### config.mk
export PLATFORM = sky130hd
export DESIGN_NAME = register_hazard_scoreboard_core
export DESIGN_NICKNAME = d
export VERILOG_FILES = /design/src/design/rhs_pkg.sv /design/src/design/rhs_decode.sv /design/src/design/rhs_cell.sv /design/src/design/register_hazard_scoreboard_core.sv
export SDC_FILE = /design/constraint.sdc
export NUM_CORES = 1
export LEC_CHECK = 0
export BUFFER_PORTS_ARGS = -buffer_cell sky130_fd_sc_hd__buf_2
export CORE_MARGIN = 10
export CORE_UTILIZATION = 42
export CTS_CLUSTER_DIAMETER = 80
export DETAILED_ROUTE_END_ITERATION = 12
export SYNTH_ARGS = -nofsm -noshare
export SYNTH_HDL_FRONTEND = slang
export SYNTH_SLANG_ARGS = --single-unit
### constraint.sdc
create_clock -name clk -period 6.6 [get_ports clk]
set_input_delay 0.66 -clock clk [delete_from_list [all_inputs] [get_ports clk]]
set_output_delay 0.66 -clock clk [all_outputs]
set_load 0.05 [all_outputs]
### src/design/rhs_pkg.sv
`timescale 1ns / 1ps
// ----------------------------------------------------------------------------
// rhs_pkg: shared types and constants of the register hazard scoreboard
// Item layout, command codes and the update control bundle.
// ----------------------------------------------------------------------------
package rhs_pkg;

	// fixed field widths
	localparam int REG_W      = 5;
	localparam int CMD_W      = 2;
	localparam int SRC_CNT_W  = 2;
	localparam int ITEM_W     = CMD_W + 1 + REG_W + SRC_CNT_W + REG_W + REG_W;
	localparam int IN_DATA_W  = ((ITEM_W + 7) / 8) * 8;
	localparam int OUT_DATA_W = 8;

	// defaults for the top-level parameters
	localparam int DEF_NUM_REGS    = 32;
	localparam int DEF_COUNT_WIDTH = 5;

	// command codes; code three performs no update
	typedef enum logic [CMD_W-1:0] {
		CMD_RAISE = 2'd0,
		CMD_LOWER = 2'd1,
		CMD_CHECK = 2'd2
	} cmd_t;

	// one input item, last field (command) in the lowest bits
	typedef struct packed {
		logic [REG_W-1:0]     src_b;
		logic [REG_W-1:0]     src_a;
		logic [SRC_CNT_W-1:0] src_count;
		logic [REG_W-1:0]     dest_reg;
		logic                 has_dest;
		logic [CMD_W-1:0]     command;
	} item_t;

	// counter update control shared by all cells
	typedef struct packed {
		logic en;
		logic up;
	} upd_t;

endpackage

### src/design/rhs_decode.sv
`timescale 1ns / 1ps
// ----------------------------------------------------------------------------
// rhs_decode: item decoder
// Turns the registered item into per-register hit masks, read increments and
// the common update control.
// ----------------------------------------------------------------------------
module rhs_decode import rhs_pkg::*; #(
	parameter int NUM_REGS = DEF_NUM_REGS
) (
	input  item_t                     item,
	input  logic                      advance,
	output logic [NUM_REGS-1:0]       dest_hit,
	output logic [NUM_REGS-1:0]       src_hit,
	output logic [NUM_REGS-1:0][1:0]  rd_inc,
	output upd_t                      upd
);

	localparam int IDX_W = (NUM_REGS > 1) ? $clog2(NUM_REGS) : 1;
	localparam int CMP_W = (REG_W > IDX_W) ? REG_W : IDX_W;

	logic use_a;
	logic use_b;

	// source count three acts as two
	assign use_a = (item.src_count != '0);
	assign use_b = item.src_count[1];

	// map the command onto the counter update
	always_comb begin
		upd = '0;
		case (cmd_t'(item.command))
			CMD_RAISE: begin
				upd.en = advance;
				upd.up = 1'b1;
			end
			CMD_LOWER: begin
				upd.en = advance;
				upd.up = 1'b0;
			end
			default: begin
				upd = '0;
			end
		endcase
	end

	// compare each register number; numbers beyond the file match no cell
	for (genvar i = 0; i < NUM_REGS; i++) begin : g_reg
		localparam logic [CMP_W-1:0] IDX = CMP_W'(i);
		logic a_hit;
		logic b_hit;

		assign a_hit       = use_a && (CMP_W'(item.src_a) == IDX);
		assign b_hit       = use_b && (CMP_W'(item.src_b) == IDX);
		assign dest_hit[i] = item.has_dest && (CMP_W'(item.dest_reg) == IDX);
		assign src_hit[i]  = a_hit | b_hit;
		assign rd_inc[i]   = {1'b0, a_hit} + {1'b0, b_hit};
	end

endmodule

### src/design/rhs_cell.sv
`timescale 1ns / 1ps
// ----------------------------------------------------------------------------
// rhs_cell: counters of one architectural register
// Holds the saturating pending-read and pending-write counts and flags
// whether each is nonzero.
// ----------------------------------------------------------------------------
module rhs_cell import rhs_pkg::*; #(
	parameter int COUNT_WIDTH = DEF_COUNT_WIDTH
) (
	input  logic       clk,
	input  logic       arst_n,
	input  upd_t       upd,
	input  logic       wr_hit,
	input  logic [1:0] rd_inc,
	output logic       rd_nz,
	output logic       wr_nz
);

	localparam int CW = COUNT_WIDTH;
	localparam logic [CW-1:0] CNT_MAX = '1;

	logic [CW-1:0] rd_cnt_q;
	logic [CW-1:0] wr_cnt_q;

	// add or subtract a small step, clamped at both ends
	function automatic logic [CW-1:0] bump(input logic [CW-1:0] cnt,
			input logic [1:0] inc, input logic up);
		logic [CW:0] sum;
		logic [CW:0] dif;
		sum = {1'b0, cnt} + (CW+1)'(inc);
		dif = {1'b0, cnt} - (CW+1)'(inc);
		if (up) begin
			if (sum > {1'b0, CNT_MAX})
				return CNT_MAX;
			return sum[CW-1:0];
		end
		if (dif[CW])
			return '0;
		return dif[CW-1:0];
	endfunction

	// update both counters on an advancing raise or lower
	always_ff @(posedge clk or negedge arst_n) begin
		if (!arst_n) begin
			rd_cnt_q <= '0;
			wr_cnt_q <= '0;
		end else if (upd.en) begin
			rd_cnt_q <= bump(rd_cnt_q, rd_inc, upd.up);
			wr_cnt_q <= bump(wr_cnt_q, {1'b0, wr_hit}, upd.up);
		end
	end

	assign rd_nz = (rd_cnt_q != '0);
	assign wr_nz = (wr_cnt_q != '0);

endmodule

### src/design/register_hazard_scoreboard_core.sv
`timescale 1ns / 1ps
// ----------------------------------------------------------------------------
// register_hazard_scoreboard_core: counting register scoreboard
// Checks RAW, WAR and WAW hazards against per-register pending counts and
// then raises or lowers those counts.
//
// channel  dir  tdata fields (lowest bit up)
// s_*      in   command[1:0] has_dest dest_reg[4:0] src_count[1:0]
//               src_a[4:0] src_b[4:0], zero fill to 24 bits
// m_*      out  hazard, zero fill to 8 bits
//
// One beat per cycle sustained while m_tready stays high; each result passes
// the input register, then the result register, before it is shown on m_*.
// The hazard is judged on the counts left by all earlier beats, since the
// counters update in the same cycle the beat leaves the input register.
// Reset clears all counters and both stage valids at once.
// A stalled result holds the input register; s_tready stays high while that
// register is empty, so one more beat is taken behind a waiting result.
// ----------------------------------------------------------------------------
module register_hazard_scoreboard_core import rhs_pkg::*; #(
	parameter int NUM_REGS    = DEF_NUM_REGS,
	parameter int COUNT_WIDTH = DEF_COUNT_WIDTH
) (
	input  logic                  clk,
	input  logic                  arst_n,
	input  logic                  s_tvalid,
	output logic                  s_tready,
	// command, has_dest, dest_reg, src_count, src_a, src_b
	input  logic [IN_DATA_W-1:0]  s_tdata,
	output logic                  m_tvalid,
	input  logic                  m_tready,
	// hazard
	output logic [OUT_DATA_W-1:0] m_tdata
);

	item_t                     item_s1;
	logic                      valid_s1;
	logic                      out_valid_q;
	logic                      hazard_q;
	logic                      advance;
	logic                      hazard_d;
	logic [NUM_REGS-1:0]       dest_hit;
	logic [NUM_REGS-1:0]       src_hit;
	logic [NUM_REGS-1:0][1:0]  rd_inc;
	logic [NUM_REGS-1:0]       rd_nz;
	logic [NUM_REGS-1:0]       wr_nz;
	upd_t                      upd;

	// move the held beat on when the result register is free
	assign advance  = valid_s1 && (!out_valid_q || m_tready);
	assign s_tready = !valid_s1 || advance;

	// input register
	always_ff @(posedge clk or negedge arst_n) begin
		if (!arst_n) begin
			valid_s1 <= 1'b0;
		end else if (s_tready) begin
			valid_s1 <= s_tvalid;
		end
	end

	always_ff @(posedge clk) begin
		if (s_tvalid && s_tready)
			item_s1 <= item_t'(s_tdata[ITEM_W-1:0]);
	end

	rhs_decode #(
		.NUM_REGS(NUM_REGS)
	) u_decode (
		.item    (item_s1),
		.advance (advance),
		.dest_hit(dest_hit),
		.src_hit (src_hit),
		.rd_inc  (rd_inc),
		.upd     (upd)
	);

	for (genvar i = 0; i < NUM_REGS; i++) begin : g_cell
		rhs_cell #(
			.COUNT_WIDTH(COUNT_WIDTH)
		) u_cell (
			.clk   (clk),
			.arst_n(arst_n),
			.upd   (upd),
			.wr_hit(dest_hit[i]),
			.rd_inc(rd_inc[i]),
			.rd_nz (rd_nz[i]),
			.wr_nz (wr_nz[i])
		);
	end

	// WAR or WAW on the destination, RAW on any source
	assign hazard_d = (|(dest_hit & (rd_nz | wr_nz))) || (|(src_hit & wr_nz));

	// result register
	always_ff @(posedge clk or negedge arst_n) begin
		if (!arst_n) begin
			out_valid_q <= 1'b0;
		end else if (advance) begin
			out_valid_q <= 1'b1;
		end else if (m_tready) begin
			out_valid_q <= 1'b0;
		end
	end

	always_ff @(posedge clk) begin
		if (advance)
			hazard_q <= hazard_d;
	end

	assign m_tvalid = out_valid_q;
	assign m_tdata  = {(OUT_DATA_W-1)'(0), hazard_q};

	// an empty input register always takes a beat
	a_ready_when_empty: assert property (@(posedge clk) disable iff (!arst_n)
		!valid_s1 |-> s_tready)
		else $error("input refused while input register empty");

	// a full input register behind a stalled result takes nothing
	a_hold_on_stall: assert property (@(posedge clk) disable iff (!arst_n)
		(valid_s1 && out_valid_q && !m_tready) |-> !s_tready)
		else $error("beat taken while pipeline stalled");

	// an advancing beat always produces a result next cycle
	a_result_follows: assert property (@(posedge clk) disable iff (!arst_n)
		advance |=> m_tvalid)
		else $error("advanced beat produced no result");

	// a held beat is not lost while it waits
	a_keep_held: assert property (@(posedge clk) disable iff (!arst_n)
		(valid_s1 && !advance) |=> valid_s1)
		else $error("held beat dropped");

	// counters change only when a beat advances
	a_update_gated: assert property (@(posedge clk) disable iff (!arst_n)
		upd.en |-> advance)
		else $error("counter update without advance");

endmodule
==> results of run 1 <==
==> sequential cells by signal, indices dropped and copies added (netlist names) <==
register	flops
g_cell.u_cell.rd_cnt_q	160
m_tvalid	1
item_s1	20
g_cell.u_cell.wr_cnt_q	160
valid_s1	1
hazard_q	1
==> synth_stat cells (19+ instances only) <==
| cell | instances | area (um2) |
|---|---|---|
| o311ai_0 | 19 | 166 |
| o211ai_1 | 52 | 390 |
| nor3b_1 | 24 | 180 |
| ha_1 | 320 | 4000 |
| clkbuf_1 | 128 | 480 |
| nand3_1 | 118 | 591 |
| and3_1 | 47 | 294 |
| o21ai_0 | 420 | 2100 |
| nand2b_1 | 19 | 119 |
| fa_1 | 64 | 1280 |
| nand4_1 | 51 | 319 |
| nor3_1 | 126 | 631 |
| a22oi_1 | 39 | 293 |
| nor2_1 | 315 | 1180 |
| a21oi_1 | 318 | 1590 |
| a31oi_1 | 106 | 663 |
| o221ai_1 | 19 | 166 |
| nor4_1 | 27 | 169 |
| a21o_1 | 27 | 203 |
| a22o_1 | 41 | 359 |
| o31ai_1 | 56 | 420 |
| dfrtp_1 | 322 | 8060 |
| edfxtp_1 | 21 | 631 |
| o22a_1 | 19 | 166 |
| o22ai_1 | 56 | 350 |
| buf_2 | 89 | 445 |
| inv_1 | 363 | 1360 |
| o21ai_1 | 31 | 155 |
| nand2_1 | 272 | 1020 |
| nor2b_1 | 33 | 206 |
| a221o_1 | 26 | 260 |
==> layer usage <==
| layer | track usage | vias up | wire length, um |
|---|---|---|---|
| li1 | - | 13772 | - |
| met1 | 0.261 | 13341 | 39800 |
| met2 | 0.295 | 611 | 36300 |
| met3 | 0.0270 | 102 | 4020 |
| met4 | 0.0470 | 0 | 1910 |
| met5 | 0 | - | 0 |
==> cells by family (layout without fill, tap and decap cells) <==
logic type | after synthesis | count (layout) | synth area share
DFF | 343 | 343 | 0.282
muxes | 5 | 5 | 0.00162
adders and majority gates | 384 | 384 | 0.172
other | 1 | 7 | 0.000122
and+or+nand+nor | 1118 | 1118 | 0.176
AOI/OAI and AO/OA | 1394 | 1394 | 0.283
xor gates and xnor gates | 15 | 15 | 0.00427
buffers and inverters | 608 | 493 | 0.0812
==> placed cells by master (no fill, tap or decap), drive strengths merged, types with 39 or more instances in the layout <==
cell,Yosys,layout
a21oi,318,318
a22o,41,41
a22oi,39,39
a31oi,106,106
and3,47,47
buf,117,46
clkbuf,128,70
dfrtp,322,322
fa,64,64
ha,320,320
inv,363,364
nand2,275,275
nand3,118,118
nand4,51,51
nor2,318,318
nor3,130,130
o211ai,52,52
o21ai,451,451
o22ai,56,56
o31ai,56,56
==> worst max-delay path by stage <==
stage / start / endpoint / slack, ns / cells after the start
floorplan: item_s1[9] / g_cell[27].u_cell.rd_cnt_q[4] / 3.84 / 14
global placement: item_s1[9] / g_cell[17].u_cell.rd_cnt_q[3] / 2.86 / 13
detailed placement: item_s1[9] / g_cell[17].u_cell.rd_cnt_q[3] / 2.85 / 13
CTS: item_s1[9] / g_cell[17].u_cell.rd_cnt_q[3] / 2.80 / 13
global route: item_s1[9] / g_cell[0].u_cell.rd_cnt_q[4] / 2.50 / 13
finish: item_s1[9] / g_cell[17].u_cell.rd_cnt_q[3] / 2.80 / 13
==> metrics by stage <==
stage	cell area, um2	cells	setup slack, ns	hold WS [ns]	total power [uW]
CTS	32800	4718	2.80	0.157	9000
floorplan	30800	3874	3.84	0.364	5680
global route	32800	4718	2.50	0.213	9680
global placement	31300	4634	2.86	0.504	6360
detailed placement	31300	4634	2.85	0.484	6400
finish	32800	4718	2.80	0.157	8930
==> area by class of cell <==
class | instances | area, um2 | share of cell area
Sequential cell | 343 | 8690 | 0.265
Tap cell | 959 | 1200 | 0.0366
Clock buffer | 70 | 1400 | 0.0427
Multi-Input combinational cell | 2923 | 19700 | 0.599
Clock inverter | 14 | 128 | 0.00389
Inverter | 363 | 1360 | 0.0415
Timing Repair Buffer | 46 | 378 | 0.0115
==> power groups by stage <==
stage / logic, uW / clock network (uW) / registers [uW]
floorplan: 2440 / 0 / 3240
global placement: 2730 / 0 / 3640
detailed placement: 2770 / 0 / 3620
CTS: 2790 / 2620 / 3600
global route: 3240 / 2700 / 3740
finish: 2770 / 2540 / 3620
==> qor.yml, run 1 <==
worst_setup_path:
  cp_max_fo: 7
  cp.arrival_ns: 4.26
  crit_chain: "nor2_1 > or2_2 > nor2_1 > nand2_1 > inv_1 > ha_1 > inv_1 > ha_1 > nor2b_1 > or3b_1 > nand2_1 > o21ai_0 > a22o_1"
  crit_type: "reg2reg"
  crit_required_ns: 7.06
  cpPeakStageDelay_ns: 0.59
  r2r-start: "item_s1[9]"
  crit_buf_inv: 2
  rr_worst_depth: 13
  path_delay_family: "simple AND/OR/NAND/NOR gates"
  startpoint_type: "flip-flop"
  end_kind: "flip-flop"
  timing.rr.end: "g_cell[17].u_cell.rd_cnt_q[3]"
  r2r_slack_ns: 2.80
  cp_slowest_cell: "nor2_1"
global_routing:
  grt_usage: 0.186
  grt_pass1_vias: 25828
  antenna_found_initial: 0
  grt_max_degree: 200
  grt_overflow: 0
  grt_first_pass_wirelength_um: 135000
layout:
  final_nets: 4134
  area_growth_pct: 6.52
  antenna_cells: 0
  fin_util: 0.450
  drive_gt1_frac: 0.0404
  nFillCells: 7207
cts:
  clk_latency_ns: 0.58
  cts_setup_buffers: 0
  cts-root-buf: "clkbuf_16"
  cts_buffer_depth: 3
  cts_max_level: 2
  cts.sinks: 343
  ctsHoldBuffers: 0
  cts_tree: "yes"
  clk_pin_slew_ns: 0.06
  cts_buffers: 45
  cts_repair_resize_count: 0
power_and_ir_drop:
  leakagePower_uw: 0.0138
  power.switching_uw: 3570
  clkPwrFrac: 0.284
  p_int_uw: 5360
  switching_share: 0.400
  powerDensity_nw_per_um2: 272
  irDropWorstVdd_mv: 0.225
  p_seq_frac: 0.405
  combPwrFrac: 0.311
timing:
  hold_viol_final: 0
  tightest_slew_ns: 1.10
  min_period_ns: 3.80
  fmaxAchievable_mhz: 263
  timing.slew.headroom: 0.263
  period_share: 0.576
  clock_skew_ns: 0.0274
  rsz0062_at_grt: "no"
  finalSetupTns_ns: 0
  slew_violations: 0
  setup_viol: 0
synthesis:
  synth_cell_type_count: 78
  ys_seq_area_frac: 0.282
  postSynth.asyncResetShare: 0.939
  syn_area_per_cell_um2: 7.96
  synth_ff_type: "dfrtp_1"
  synth_seq_cells: 343
  synthesis.area_um2: 30800
  synth_edf_count: 21
  yosys_warnings: 0
  synth_cells: 3868
placement:
  io_buffer_count: 26
  dp_hpwl_um: 55200
  gp_congestion: 0.895
die:
  fp.dieH_um: 291
  fp.dieW_um: 291
  pin_count: 38
  dieArea_um2: 84600
  initial_core_util: 0.423
  core_um2: 72800
  row_count: 99
detailed_routing:
  vias: 27826
  routedWlPerCell_um: 17.4
  drc_errors: 0
  totalWireLength_um: 82000
  drt_iter0_drc: 2202
  first_pass_iters: 5
  postRouteAntennaNets: 0
  viasPerCell: 5.90
worst_hold_path:
  hold_path_class: "in2async"
job:
  maxCapViolCount: 0
outcome:
  status: "completed"
Note: power is estimated with default switching activity, not from simulation.
==> run 2, diff against run 1 <==
- clock period: 6.6 -> 3.6 ns (I/O delays scaled with it)
==> qor.yml, run 2 (synthesis results as in run 1) <==
global_routing:
  grt_overflow: 0
  grt_max_degree: 118
  antenna_found_initial: 0
  grt_pass1_vias: 26278
  grt_first_pass_wirelength_um: 138000
  grt_usage: 0.192
die:
  dieArea_um2: 84600
  row_count: 99
  core_um2: 72800
  fp.dieW_um: 291
  initial_core_util: 0.423
  pin_count: 38
  fp.dieH_um: 291
cts:
  cts-root-buf: "clkbuf_16"
  clk_pin_slew_ns: 0.06
  cts_buffers: 47
  cts.sinks: 343
  cts_max_level: 2
  cts_buffer_depth: 3
  cts_tree: "yes"
  clk_latency_ns: 0.61
placement:
  place_ws_ns: 0.377
  io_buffer_count: 26
  gp_congestion: 0.902
  dp_hpwl_um: 59300
  place_inst: 4695
layout:
  drive_gt1_frac: 0.0541
  final_nets: 4219
  top_regs: "g_cell.u_cell.rd_cnt_q (160), g_cell.u_cell.wr_cnt_q (160), item_s1 (20)"
  nFillCells: 7200
  area_growth_pct: 9.04
  most-common-layout-cells: "o21ai_0 (420), inv_1 (363), dfrtp_1 (322)"
  final_cells: 4801
  antenna_cells: 0
  layout_commonest_cell: "o21ai_0"
  fin_util: 0.461
timing:
  rsz0062_at_grt: "no"
  tightest_slew_ns: 1.04
  fmaxAchievable_mhz: 307
  hold_viol_final: 0
  min_period_ns: 3.26
  setup_slack_ns: 0.342
  finalSetupTns_ns: 0
  period_share: 0.905
  setup_viol: 0
  slew_violations: 0
  clock_skew_ns: 0.0374
  timing.slew.headroom: 0.304
  fin_hold_ws_ns: 0.0387
worst_setup_path:
  r2r_slack_ns: 0.34
  cp.arrival_ns: 3.72
  end_kind: "flip-flop"
  cp_slowest_cell: "or3b_1"
  crit_chain: "nor2_1 > or2_2 > nor2_1 > nand2_1 > inv_1 > ha_1 > inv_1 > ha_1 > nor2b_1 > or3b_1 > nand2_1 > o21ai_0 > a22o_1"
  startpoint_type: "flip-flop"
  cp_max_fo: 5
  timing.rr.end: "g_cell[17].u_cell.rd_cnt_q[3]"
  r2r-start: "item_s1[9]"
  cpPeakStageDelay_ns: 0.41
  crit_required_ns: 4.06
  rr_worst_depth: 13
  crit_type: "reg2reg"
detailed_routing:
  totalWireLength_um: 83900
  drt_iter0_drc: 2261
  wl_met2_um: 37200
  wl_met1_um: 40300
  viasPerCell: 5.87
  vias: 28191
  postRouteAntennaNets: 0
  drc_errors: 0
  routedWlPerCell_um: 17.5
  first_pass_iters: 7
  topRoutingLayerUsed: "met4"
  met3WireLength_um: 4550
power_and_ir_drop:
  leakagePower_uw: 0.0142
  powerDensity_nw_per_um2: 490
  irDropWorstVdd_mv: 0.466
worst_hold_path:
  min_to: "m_tvalid"
  hold_path_class: "in2reg"
  hp-start: "m_tready"
  hold-path-cell-count: 3
outcome:
  status: "completed"
job:
  maxCapViolCount: 0
run 2: layout make-up:
| type | count | area [um2] | area share |
|---|---|---|---|
| multi-input cells | 2923 | 19700 | 0.585 |
| well taps | 959 | 1200 | 0.0357 |
| inverters | 363 | 1360 | 0.0406 |
| clock buffers | 75 | 1410 | 0.0421 |
| flip-flops and latches | 343 | 8690 | 0.259 |
| clock inverters | 9 | 85.1 | 0.00253 |
| repair buffers | 129 | 1180 | 0.0352 |
run 2: power by group:
part | switching (uW) | total [uW] | internal, uW | leakage (uW)
Combinational | 3100 | 5210 | 2110 | 0.00916
Sequential | 1650 | 6630 | 4980 | 0.00428
Clock | 1870 | 4620 | 2740 | 0.000739
run 2: what timing repair did:
item	4_1_cts	5_1_grt
setup endpoints to repair	0	1
hold buffers	22	0
resized for setup	0	1
endpoints found under the hold margin	95	0
setup buffers	0	0
run 2: stage by stage:
| step | area, um2 | total power (uW) |
|---|---|---|
| after floorplan | 30800 | 10400 |
| after global placement | 31900 | 11800 |
| after detailed placement | 31900 | 11800 |
| after CTS | 33600 | 16600 |
| after global routing | 33600 | 17800 |
| final | 33600 | 16500 |
run 2: worst max-delay path by stage:
stage | startpoint | to | slack, ns | depth (start not counted)
after floorplan | item_s1[9] | g_cell[27].u_cell.rd_cnt_q[4] | 0.84 | 14
after global placement | item_s1[18] | g_cell[20].u_cell.rd_cnt_q[4] | 0.45 | 12
after detailed placement | item_s1[9] | g_cell[3].u_cell.rd_cnt_q[4] | 0.38 | 14
after CTS | item_s1[9] | g_cell[3].u_cell.rd_cnt_q[4] | 0.33 | 14
after global routing | item_s1[9] | g_cell[2].u_cell.rd_cnt_q[4] | 0.02 | 12
final | item_s1[9] | g_cell[17].u_cell.rd_cnt_q[3] | 0.34 | 13
run 2: critical path, delay by kind of cell, from the launching register on:
kind                       cells  cell delay, ns
AOI/OAI and AO/OA              2            0.36
and+or+nand+nor                7            1.68
adders and majority gates      2            0.50
DFF                            1            0.38
buffers and inverters          2            0.19
run 2: per-layer routing:
metal,GRT usage,vias up
met1,0.275,13451
met2,0.301,671
met4,0.0512,0
met5,0,-
li1,-,13961
met3,0.0238,108
